File: src/rtl/pair_energy_virial_tally_macros.svh
// Assertion macros shared by the pair energy and virial tally RTL.
// Included by the modules that carry concurrent assertions; needs clk and arst_n in scope.
`ifndef PAIR_ENERGY_VIRIAL_TALLY_MACROS_SVH
`define PAIR_ENERGY_VIRIAL_TALLY_MACROS_SVH

// Checked only while out of reset.
`define PEVT_ASSERT(lbl, prop, msg) \
	lbl: assert property (@(posedge clk) disable iff (!arst_n) prop) else $error(msg);

// Checked at every edge, reset included.
`define PEVT_ASSERT_ALWAYS(lbl, prop, msg) \
	lbl: assert property (@(posedge clk) prop) else $error(msg);

`endif

File: src/rtl/pevt_pkg.sv
// Package for the pair energy and virial tally: types, codes, sizes and the saturating adder.
// No dependencies; imported by the controller, the datapath and the top module.
`default_nettype none
package pevt_pkg;

	localparam int NUM_ATOMS = 1024;
	localparam int ATOM_AW   = (NUM_ATOMS > 1) ? $clog2(NUM_ATOMS) : 1;
	localparam int NUM_VIR   = 6;
	localparam int ACC_W     = 64;
	localparam int IN_DATA_W = 216;

	localparam logic [2:0] REG_ENERGY_GLOBAL_EN = 3'd0;
	localparam logic [2:0] REG_ENERGY_ATOM_EN   = 3'd1;
	localparam logic [2:0] REG_VIRIAL_GLOBAL_EN = 3'd2;
	localparam logic [2:0] REG_VIRIAL_ATOM_EN   = 3'd3;
	localparam logic [2:0] REG_NEWTON_ON        = 3'd4;
	localparam logic [2:0] REG_LOCAL_COUNT      = 3'd5;

	localparam logic [2:0] COMP_VDW         = 3'd0;
	localparam logic [2:0] COMP_COUL        = 3'd1;
	localparam logic [2:0] COMP_GLOB_VIR0   = 3'd2;
	localparam logic [2:0] COMP_ATOM_ENERGY = 3'd0;
	localparam logic [2:0] COMP_ATOM_VIR0   = 3'd1;
	localparam logic [2:0] COMP_ATOM_NONE   = 3'd7;
	localparam logic [2:0] VIR_LAST         = 3'd5;

	typedef enum logic [1:0] {
		CMD_TALLY     = 2'd0,
		CMD_RD_GLOBAL = 2'd1,
		CMD_RD_ATOM   = 2'd2,
		CMD_CLEAR     = 2'd3
	} cmd_t;

	typedef enum logic [1:0] {
		MS_NONE,
		MS_AB,
		MS_LO,
		MS_HI
	} mul_step_t;

	typedef enum logic [1:0] {
		RES_ZERO,
		RES_GLOBAL,
		RES_ATOM
	} res_sel_t;

	typedef enum logic [3:0] {
		ST_INIT,
		ST_IDLE,
		ST_DECODE,
		ST_MUL_AB,
		ST_MUL_LO,
		ST_MUL_HI,
		ST_VSUM,
		ST_ENERGY,
		ST_RD_I,
		ST_WR_I,
		ST_RD_J,
		ST_WR_J,
		ST_ATOM_RD,
		ST_CLEAR,
		ST_RESULT
	} state_t;

	typedef struct packed {
		logic              energy_global_en;
		logic              energy_atom_en;
		logic              virial_global_en;
		logic              virial_atom_en;
		logic              newton_on;
		logic [10:0]       local_count;
	} cfg_t;

	typedef struct packed {
		logic               load;
		mul_step_t          mstep;
		logic               vsum;
		logic [2:0]         k;
		logic               energy;
		logic               atom_rd;
		logic               atom_wr;
		logic               atom_sel_j;
		logic               clr_we;
		logic [ATOM_AW-1:0] clr_addr;
		logic               glob_clr;
		res_sel_t           res_sel;
		logic               out_load;
	} dp_cmd_t;

	typedef struct packed {
		cmd_t cmd;
	} dp_stat_t;

	// Sum of three signed values, clamped to the signed 64-bit range.
	function automatic logic signed [ACC_W-1:0] sat_add3(
		input logic signed [ACC_W-1:0] a,
		input logic signed [ACC_W-1:0] b,
		input logic signed [ACC_W-1:0] c
	);
		logic signed [ACC_W+1:0] s;
		logic [ACC_W-1:0] r;
		s = (ACC_W+2)'(a) + (ACC_W+2)'(b) + (ACC_W+2)'(c);
		if (s[ACC_W+1:ACC_W-1] == 3'b000 || s[ACC_W+1:ACC_W-1] == 3'b111) begin
			r = s[ACC_W-1:0];
		end else if (s[ACC_W+1]) begin
			r = {1'b1, {(ACC_W-1){1'b0}}};
		end else begin
			r = {1'b0, {(ACC_W-1){1'b1}}};
		end
		return r;
	endfunction

endpackage
`default_nettype wire

File: src/rtl/pevt_ctrl.sv
// Controller of the tally: sequences multiply steps, accumulation, store sweeps and results.
// Depends on pevt_pkg and the assertion macro header.
`default_nettype none
`include "pair_energy_virial_tally_macros.svh"
module pevt_ctrl
	import pevt_pkg::*;
(
	input  wire logic     clk,
	input  wire logic     arst_n,
	input  wire logic     in_valid,
	output logic          in_ready,
	input  wire logic     out_free,
	input  wire dp_stat_t stat,
	output dp_cmd_t       cmd
);

	state_t             state_q, state_d;
	logic [2:0]         k_q;
	logic [ATOM_AW-1:0] clr_q;
	logic               clr_last;
	logic               accept;

	assign clr_last = (clr_q == ATOM_AW'(NUM_ATOMS - 1));
	assign accept   = in_valid && in_ready;

	always_ff @(posedge clk or negedge arst_n) begin
		if (!arst_n) begin
			state_q <= ST_INIT;
			k_q     <= '0;
			clr_q   <= '0;
		end else begin
			state_q <= state_d;
			if (state_q == ST_DECODE) begin
				k_q <= '0;
			end else if (state_q == ST_VSUM) begin
				k_q <= k_q + 3'd1;
			end
			if (state_q == ST_INIT || state_q == ST_CLEAR) begin
				clr_q <= clr_q + ATOM_AW'(1);
			end else begin
				clr_q <= '0;
			end
		end
	end

	always_comb begin
		state_d = state_q;
		unique case (state_q)
			ST_INIT:    if (clr_last) state_d = ST_IDLE;
			ST_IDLE:    if (accept) state_d = ST_DECODE;
			ST_DECODE: begin
				unique case (stat.cmd)
					CMD_TALLY:     state_d = ST_MUL_AB;
					CMD_RD_GLOBAL: state_d = ST_RESULT;
					CMD_RD_ATOM:   state_d = ST_ATOM_RD;
					CMD_CLEAR:     state_d = ST_CLEAR;
					default:       state_d = ST_RESULT;
				endcase
			end
			ST_MUL_AB:  state_d = ST_MUL_LO;
			ST_MUL_LO:  state_d = ST_MUL_HI;
			ST_MUL_HI:  state_d = ST_VSUM;
			ST_VSUM:    state_d = (k_q == VIR_LAST) ? ST_ENERGY : ST_MUL_AB;
			ST_ENERGY:  state_d = ST_RD_I;
			ST_RD_I:    state_d = ST_WR_I;
			ST_WR_I:    state_d = ST_RD_J;
			ST_RD_J:    state_d = ST_WR_J;
			ST_WR_J:    state_d = ST_RESULT;
			ST_ATOM_RD: state_d = ST_RESULT;
			ST_CLEAR:   if (clr_last) state_d = ST_RESULT;
			ST_RESULT:  if (out_free) state_d = ST_IDLE;
			default:    state_d = ST_IDLE;
		endcase
	end

	always_comb begin
		in_ready     = (state_q == ST_IDLE);
		cmd          = '0;
		cmd.mstep    = MS_NONE;
		cmd.res_sel  = RES_ZERO;
		cmd.k        = k_q;
		cmd.clr_addr = clr_q;
		cmd.load     = accept;
		unique case (state_q)
			ST_MUL_AB:  cmd.mstep = MS_AB;
			ST_MUL_LO:  cmd.mstep = MS_LO;
			ST_MUL_HI:  cmd.mstep = MS_HI;
			ST_VSUM:    cmd.vsum = 1'b1;
			ST_ENERGY:  cmd.energy = 1'b1;
			ST_RD_I:    cmd.atom_rd = 1'b1;
			ST_WR_I:    cmd.atom_wr = 1'b1;
			ST_RD_J: begin
				cmd.atom_rd    = 1'b1;
				cmd.atom_sel_j = 1'b1;
			end
			ST_WR_J: begin
				cmd.atom_wr    = 1'b1;
				cmd.atom_sel_j = 1'b1;
			end
			ST_ATOM_RD: cmd.atom_rd = 1'b1;
			ST_INIT:    cmd.clr_we = 1'b1;
			ST_CLEAR: begin
				cmd.clr_we   = 1'b1;
				cmd.glob_clr = 1'b1;
			end
			ST_RESULT: begin
				cmd.out_load = out_free;
				unique case (stat.cmd)
					CMD_RD_GLOBAL: cmd.res_sel = RES_GLOBAL;
					CMD_RD_ATOM:   cmd.res_sel = RES_ATOM;
					default:       cmd.res_sel = RES_ZERO;
				endcase
			end
			default: ;
		endcase
	end

	`PEVT_ASSERT(a_load_only_free, cmd.out_load |-> out_free, "result loaded over a pending one")
	`PEVT_ASSERT(a_clr_no_credit, cmd.clr_we |-> !cmd.atom_wr, "store sweep collided with a credit")
	`PEVT_ASSERT(a_accept_decode, accept |=> (state_q == ST_DECODE), "accepted request not decoded")
	`PEVT_ASSERT(a_vir_to_energy, (state_q == ST_VSUM && k_q == VIR_LAST) |=> (state_q == ST_ENERGY), "virial loop overran")

endmodule
`default_nettype wire

File: config.mk
export PLATFORM = sky130hd
export DESIGN_NAME = pevt_ctrl
export DESIGN_NICKNAME = d
export VERILOG_FILES = /design/src/rtl/pevt_pkg.sv /design/src/rtl/pevt_ctrl.sv
export VERILOG_INCLUDE_DIRS = /design/src /design/src/rtl
export SDC_FILE = /design/constraint.sdc
export NUM_CORES = 1
export LEC_CHECK = 0
export BUFFER_PORTS_ARGS = -buffer_cell sky130_fd_sc_hd__buf_2
export CAP_MARGIN = 20
export CORE_MARGIN = 2
export CORE_UTILIZATION = 45
export DETAILED_ROUTE_END_ITERATION = 10
export GPL_ROUTABILITY_DRIVEN = 1
export MAX_ROUTING_LAYER = met4
export PLACE_DENSITY = 0.8
export SYNTH_ARGS = -nofsm -noshare
export SYNTH_HDL_FRONTEND = slang
export SYNTH_SLANG_ARGS = --single-unit
File: constraint.sdc
create_clock -name clk -period 1.2 [get_ports clk]
set_input_delay 0.12 -clock clk [delete_from_list [all_inputs] [get_ports clk]]
set_output_delay 0.12 -clock clk [all_outputs]
set_load 0.02 [all_outputs]
==> metrics, run 1 <==
CTS clock-pin slew for the worst setup and hold paths 0.10 ns; Worst Skew 0.006022 ns; Routed Antenna Nets 0; final hold slack 0.09077 ns; GRT Residual Overflow 0; clock latency on the worst-skew pair 0.31 ns; count of cell types in the netlist 36; cell row count 18; CTS Buffer Depth 2; Critical Path Fanout Max 5; sequential share of the synthesized area 37.12%; Layout area overhead 76.09%; RSZ-0062 raised after global routing yes; Ant. Diodes 0; count of pins over their slew limit 0; first-pass GRT wire length 6134 um; ys async rst share 100.0%; final layout net count 210; PD cells 2336 nW/um2; Slew @ Worst Pin 0.4349 ns; Max-slew headroom 70.70%; Die Ht 54.47 um; I/O pin count 33; Peak VDD IR 2022 uV; Initial Utilization 46.69%; Final Hold Viols 0; die width 54.47 um; initial antenna violation count 0; clock sinks 17; Syn Inst Count 131; mean routed wirelength per cell 18.74 um; Overall Global Routing Usage 30.12%; Hold WC Path Type in -> reg; core area 2455 um2; # H-tree levels 1; Via density 5.752; Final WS setup -0.4075 ns; RD Place Congestion 0.8988; status complete, but fails checks; MaxCap Viol Count 0; EDFF count, synth 0; Primary FF master, synth dfrtp_1; TritonRoute pass-1 iters 4; synthesized area per cell 8.749 um2; Total Wirelength 4235 um; FF+latch count, synth 17; DIE AREA 2966 um2; share of cells above drive strength 1 60.20%; fmax 0.6221 GHz; largest net degree at the start of global routing 18; dpl hpwl 2206 um; Initial DRC Count 56; Placed Area 1486 um2; Setup TNS Final -8.746 ns; startpoint types flop; DR DRC count 0; period utilization 134.0%; final setup fails 29; CTS Buf Count 3; Synth Net Count 144; vias in the first global route 1,272; critical path type reg -> out; CP Capture Type primary output; clock root buffer clkbuf_4; Critical Path AT 1.49 ns; Synth Warn # 0; Post-Syn Area 1146 um2; total chip power 4.714 mW; Vias 1,300; leak pwr 0.8832 nW; clock tree from TritonCTS yes; Port Buffers 32; required time of the critical path 1.08 ns; failing checks negative setup slack; design area 2018 um2; min Tclk post-route 1.607 ns
[worst max-delay path: stages (launching register included)]
cell     delay, ns
dfrtp_2       0.47
buf_6         0.14
and2_4        0.14
and3_4        0.18
and2_4        0.14
buf_6         0.11
[cells in the final DEF, fill, tap and decap left out, types with 2 or more instances in the layout]
cell type  count
a21oi_1        2
a21oi_2        2
and2_4         5
buf_2         16
buf_4         22
buf_6         28
buf_8          2
clkbuf_4       3
dfrtp_1       11
dfrtp_2        6
ha_1           6
inv_1          5
mux2i_1        2
nand2_1        6
nand2b_1       5
nand3_1        6
nand4_1        3
nor2_1         6
nor2_2         2
nor2_4         8
nor3_1         2
nor4_4         3
o21ai_0        5
o21ai_1        5
xnor2_1        3
xor2_1         3
[Yosys cell counts (2+ instances only)]
master | instances | share of area, %
nand2b_1 | 6 | 3.3
nand3_1 | 7 | 3.1
buf_2 | 4 | 1.7
buf_4 | 2 | 1.3
a21oi_1 | 5 | 2.2
nor2_1 | 15 | 4.9
ha_1 | 7 | 7.6
xor2_1 | 3 | 2.3
o21ai_0 | 11 | 4.8
nand4_1 | 3 | 1.6
inv_1 | 6 | 2.0
mux2i_1 | 2 | 1.7
nor3_1 | 4 | 1.7
and2_1 | 6 | 3.3
dfrtp_1 | 17 | 37
buf_6 | 2 | 2.0
nor4_2 | 2 | 2.2
inv_2 | 2 | 0.66
xnor2_1 | 4 | 3.1
nand2_1 | 7 | 2.3
[per-stage QoR]
| step | utilization, % | worst slack (ns) | std cells |
|---|---|---|---|
| final | 82.21 | -0.4075 | 226 |
| after detailed placement | 60.55 | -0.1851 | 204 |
| after global placement | 60.55 | -0.1471 | 204 |
| after floorplan | - | -0.1499 | 131 |
| after CTS | 75.79 | -0.3886 | 222 |
| after global routing | 82.21 | -0.4481 | 226 |
[report_power, final]
| part | internal [mW] | switching [mW] | total, mW |
|---|---|---|---|
| registers | 0.715 | 0.204 | 0.919 |
| clock network | 0.130 | 0.196 | 0.325 |
| logic | 1.71 | 1.76 | 3.47 |
[repair_timing]
action	4_1_cts	5_1_grt
cloned	0	0
resized for setup	71	35
pin swaps	22	14
hold buffers	1	0
hold endpoints to repair	17	0
setup buffers	13	8
setup endpoints to repair	26	32
[final timing paths]
check                                       startpoint                      to  slack [ns]  cells after the start
min in group asynchronous                       arst_n  state_q[2]$_DFFE_PN0P_        0.27                      2
worst max-delay path            state_q[3]$_DFFE_PN0P_                  cmd[2]       -0.41                      5
worst min-delay path                          out_free  state_q[1]$_DFFE_PN0P_        0.09                      2
worst min register to register      k_q[1]$_DFFE_PN0P_      k_q[1]$_DFFE_PN0P_        0.58                      2
worst max register to register  state_q[1]$_DFFE_PN0P_  state_q[0]$_DFFE_PN0P_       -0.38                      6
max in group asynchronous                       arst_n      clr_q[1]$_DFF_PN0_        0.63                      2
[layout make-up]
class | count | area (um2)
clock buffers | 4 | 26.28
well taps | 30 | 37.54
inverters | 8 | 45.04
fillers | 126 | 436.7
flip-flops and latches | 17 | 432.9
multi-input cells | 98 | 875.8
repair buffers | 69 | 600.6
[cell families after synthesis]
kind of cell / Yosys count / synth area share [%]
AND/OR/NAND/NOR: 58 / 27.73
AO/OA/AOI/OAI: 24 / 12.77
flip-flops: 17 / 37.12
buffers and inverters: 16 / 7.642
XOR/XNOR: 7 / 5.349
adder cells (fa/ha/maj): 7 / 7.642
multiplexers: 2 / 1.747
[routing by layer]
| layer | routed length [um] | part of all wire, % | vias up | GRT usage, % |
|---|---|---|---|---|
| li1 | - | - | 585 | - |
| met1 | 1776 | 42 | 644 | 37.88 |
| met2 | 2134 | 50 | 58 | 50.00 |
| met3 | 207 | 4.9 | 13 | 3.005 |
| met4 | 116 | 2.7 | 0 | 11.25 |
| met5 | 0 | 0 | - | - |
[flip-flops by register name (all words and copies together) (netlist names)]
signal	flops
state_q	4
clr_q	10
k_q	3
(Power assumes the default switching activity.)
==> run 2, diff against run 1 <==
--- a/config.mk
+++ b/config.mk
@@ -10,6 +10,7 @@
 export CAP_MARGIN = 20
 export CORE_MARGIN = 2
 export CORE_UTILIZATION = 45
+export CTS_BUF_LIST = sky130_fd_sc_hd__clkbuf_2 sky130_fd_sc_hd__clkbuf_4 sky130_fd_sc_hd__clkbuf_8
 export DETAILED_ROUTE_END_ITERATION = 10
 export GPL_ROUTABILITY_DRIVEN = 1
 export MAX_ROUTING_LAYER = met4
==> constraint.sdc (replaced) <==
create_clock -name clk -period 1.2 [get_ports clk]
set_input_delay 0.12 -clock clk [delete_from_list [all_inputs] [get_ports clk]]
set_output_delay 0.12 -clock clk [all_outputs]
set_load 0.005 [all_outputs]
==> metrics, run 2 (same netlist as run 1, synthesis figures left out) <==
status complete, but fails checks; failing checks negative setup slack; mean routed wirelength per cell 14.20 um (-24%); core area 2455 um2 (unchanged); RD Place Congestion 0.8957 (-0.34%); Initial DRC Count 21 (-63%); Die Ht 54.47 um (unchanged); Routed Antenna Nets 0 (unchanged); Critical Path AT 1.42 ns (-0.07 ns); Final Hold Viols 0 (unchanged); Total Wirelength 3166 um (-25%); Placed Area 1475 um2 (-0.76%); fmax 0.6474 GHz (+4.1%); Layout area overhead 57.10%; CTS Buf Count 3 (unchanged); min Tclk post-route 1.545 ns (-0.06271 ns); DR DRC count 0 (unchanged); MaxCap Viol Count 0 (unchanged); cells along the critical path buf_4 > nor4_4 > and2_1 > buf_2; Slew @ Worst Pin 0.3730 ns (-0.06186 ns); TritonRoute pass-1 iters 4 (unchanged); clock latency on the worst-skew pair 0.30 ns (about the same); I/O pin count 33 (unchanged); clock sinks 17 (unchanged); Port Buffers 32 (unchanged); internal power 2.136 mW (-16%); Placed Cells 208 (+2.0%); slowest stage delay, CP 0.43 ns (-0.04 ns); Largest regs clr_q (10), state_q (4), k_q (3); final setup fails 28 (-3.4%); # H-tree levels 1 (unchanged); number of flip-flops in the largest register 10 (unchanged); count of pins over their slew limit 0 (unchanged); CP max-delay cell dfrtp_1; CTS Buffer Depth 2 (unchanged); Via density 5.309 (-7.7%); Setup WS pre-CTS -0.2031 ns (-0.01798 ns); Max-slew headroom 75.13% (+4.4 points); Largest Register clr_q; Overall Global Routing Usage 22.96% (-7.2 points); clock tree from TritonCTS yes; startpoint types flop; RSZ-0062 raised after global routing yes; required time of the critical path 1.08 ns (about the same); Ant. Diodes 0 (unchanged); Comb pwr share 67.5% (-6.1 points); Worst Skew 0.003862 ns (-0.002160 ns); largest net degree at the start of global routing 18 (unchanged); Post-Layout Cell Count 223 (-1.3%); Initial Utilization 46.69% (unchanged); design area 1800 um2 (-11%); Sw Ratio 42.56% (-3.2 points); GRT Residual Overflow 0 (unchanged); commonest cells after routing, fill and taps aside buf_2 (32), buf_4 (23), dfrtp_1 (13); leak pwr 0.8389 nW (-5.0%); CP Buf/Inv Count 2 (unchanged); Switch Pwr 1.583 mW (-27%); CP top delay family simple AND/OR/NAND/NOR gates; critical path type reg -> out; die width 54.47 um (unchanged); clock power share 8.3% (+1.4 points); cell row count 18 (unchanged); DIE AREA 2966 um2 (unchanged); CP Capture Type primary output; first-pass GRT wire length 4761 um (-22%); Vias 1,184 (-8.9%); CTS clock-pin slew for the worst setup and hold paths 0.10 ns (about the same); final layout net count 207 (-1.4%); clock root buffer clkbuf_4; commonest non-fill, non-tap cell in the layout buf_2; Critical Path Fanout Max 3 (-2); Hold WC Path Type in -> reg; Final WS setup -0.3448 ns (+0.06271 ns); Peak VDD IR 1472 uV (-27%); initial antenna violation count 0 (unchanged); sequential share of power 24.1% (+4.6 points); dpl hpwl 2134 um (-3.3%); vias in the first global route 1,109 (-13%); share of cells above drive strength 1 54.40% (-5.8 points); period utilization 128.7% (-5.2 points); PD cells 2066 nW/um2 (-12%)
-- run 2: worst register-to-register path, cell delays in order, from the launching register on --
cell and delay, ns:
dfrtp_2 0.47, nor4_4 0.36, nor2_4 0.08, buf_6 0.13, o21ai_4 0.16, mux2i_1 0.22
-- run 2: final timing paths --
check | startpoint | endpoint | slack (ns) | depth (start not counted)
worst min-delay path | out_free | state_q[1]$_DFFE_PN0P_ | 0.07 | 2
worst max register to register | state_q[2]$_DFFE_PN0P_ | state_q[0]$_DFFE_PN0P_ | -0.30 | 5
max in group asynchronous | arst_n | state_q[0]$_DFFE_PN0P_ | 0.65 | 2
worst max-delay path | state_q[1]$_DFFE_PN0P_ | cmd[25] | -0.34 | 4
min in group asynchronous | arst_n | clr_q[7]$_DFF_PN0_ | 0.26 | 2
worst min register to register | k_q[1]$_DFFE_PN0P_ | k_q[1]$_DFFE_PN0P_ | 0.56 | 2
-- run 2: stage by stage --
step,setup TNS (ns),power (mW),utilization [%],hold slack [ns]
after floorplan,-0.2536,1.893,-,-0.1756
after global placement,-0.4946,2.515,60.09,0.05889
after detailed placement,-1.295,2.593,60.09,0.06081
after CTS,-5.598,3.426,69.16,0.06736
after global routing,-8.327,3.956,73.34,0.07455
final,-6.433,3.719,73.34,0.07481
-- run 2: repair_timing --
action,4_1_cts,5_1_grt
setup endpoints to repair,29,32
resized for setup,33,24
buffers inserted,8,3
hold buffers,1,0
pin swaps,12,3
hold endpoints to repair,17,0
-- run 2: layer usage --
| metal | part of all wire (%) | up-vias | routed length [um] | GRT usage (%) |
|---|---|---|---|---|
| met2 | 55 | 43 | 1732 | 41.57 |
| met4 | 2.5 | 0 | 78 | 9.167 |
| met1 | 38 | 552 | 1210 | 24.96 |
| met3 | 4.5 | 11 | 143 | 3.552 |
| li1 | - | 578 | - | - |
| met5 | 0 | - | 0 | - |
-- run 2: power by group through the flow --
stage | logic (mW) | registers (mW) | clock network [mW]
after floorplan | 1.07 | 0.822 | 0
after global placement | 1.65 | 0.861 | 0
after detailed placement | 1.71 | 0.887 | 0
after CTS | 2.21 | 0.900 | 0.316
after global routing | 2.70 | 0.924 | 0.334
final | 2.51 | 0.898 | 0.310
-- run 2: area by class of cell --
type	instances	area, um2
multi-input combinational	98	808.3
inverter	8	32.53
tap	30	37.54
sequential	17	430.4
timing repair buffer	66	464.2
clock buffer	3	22.52
fill	186	654.4
clock inverter	1	5.005
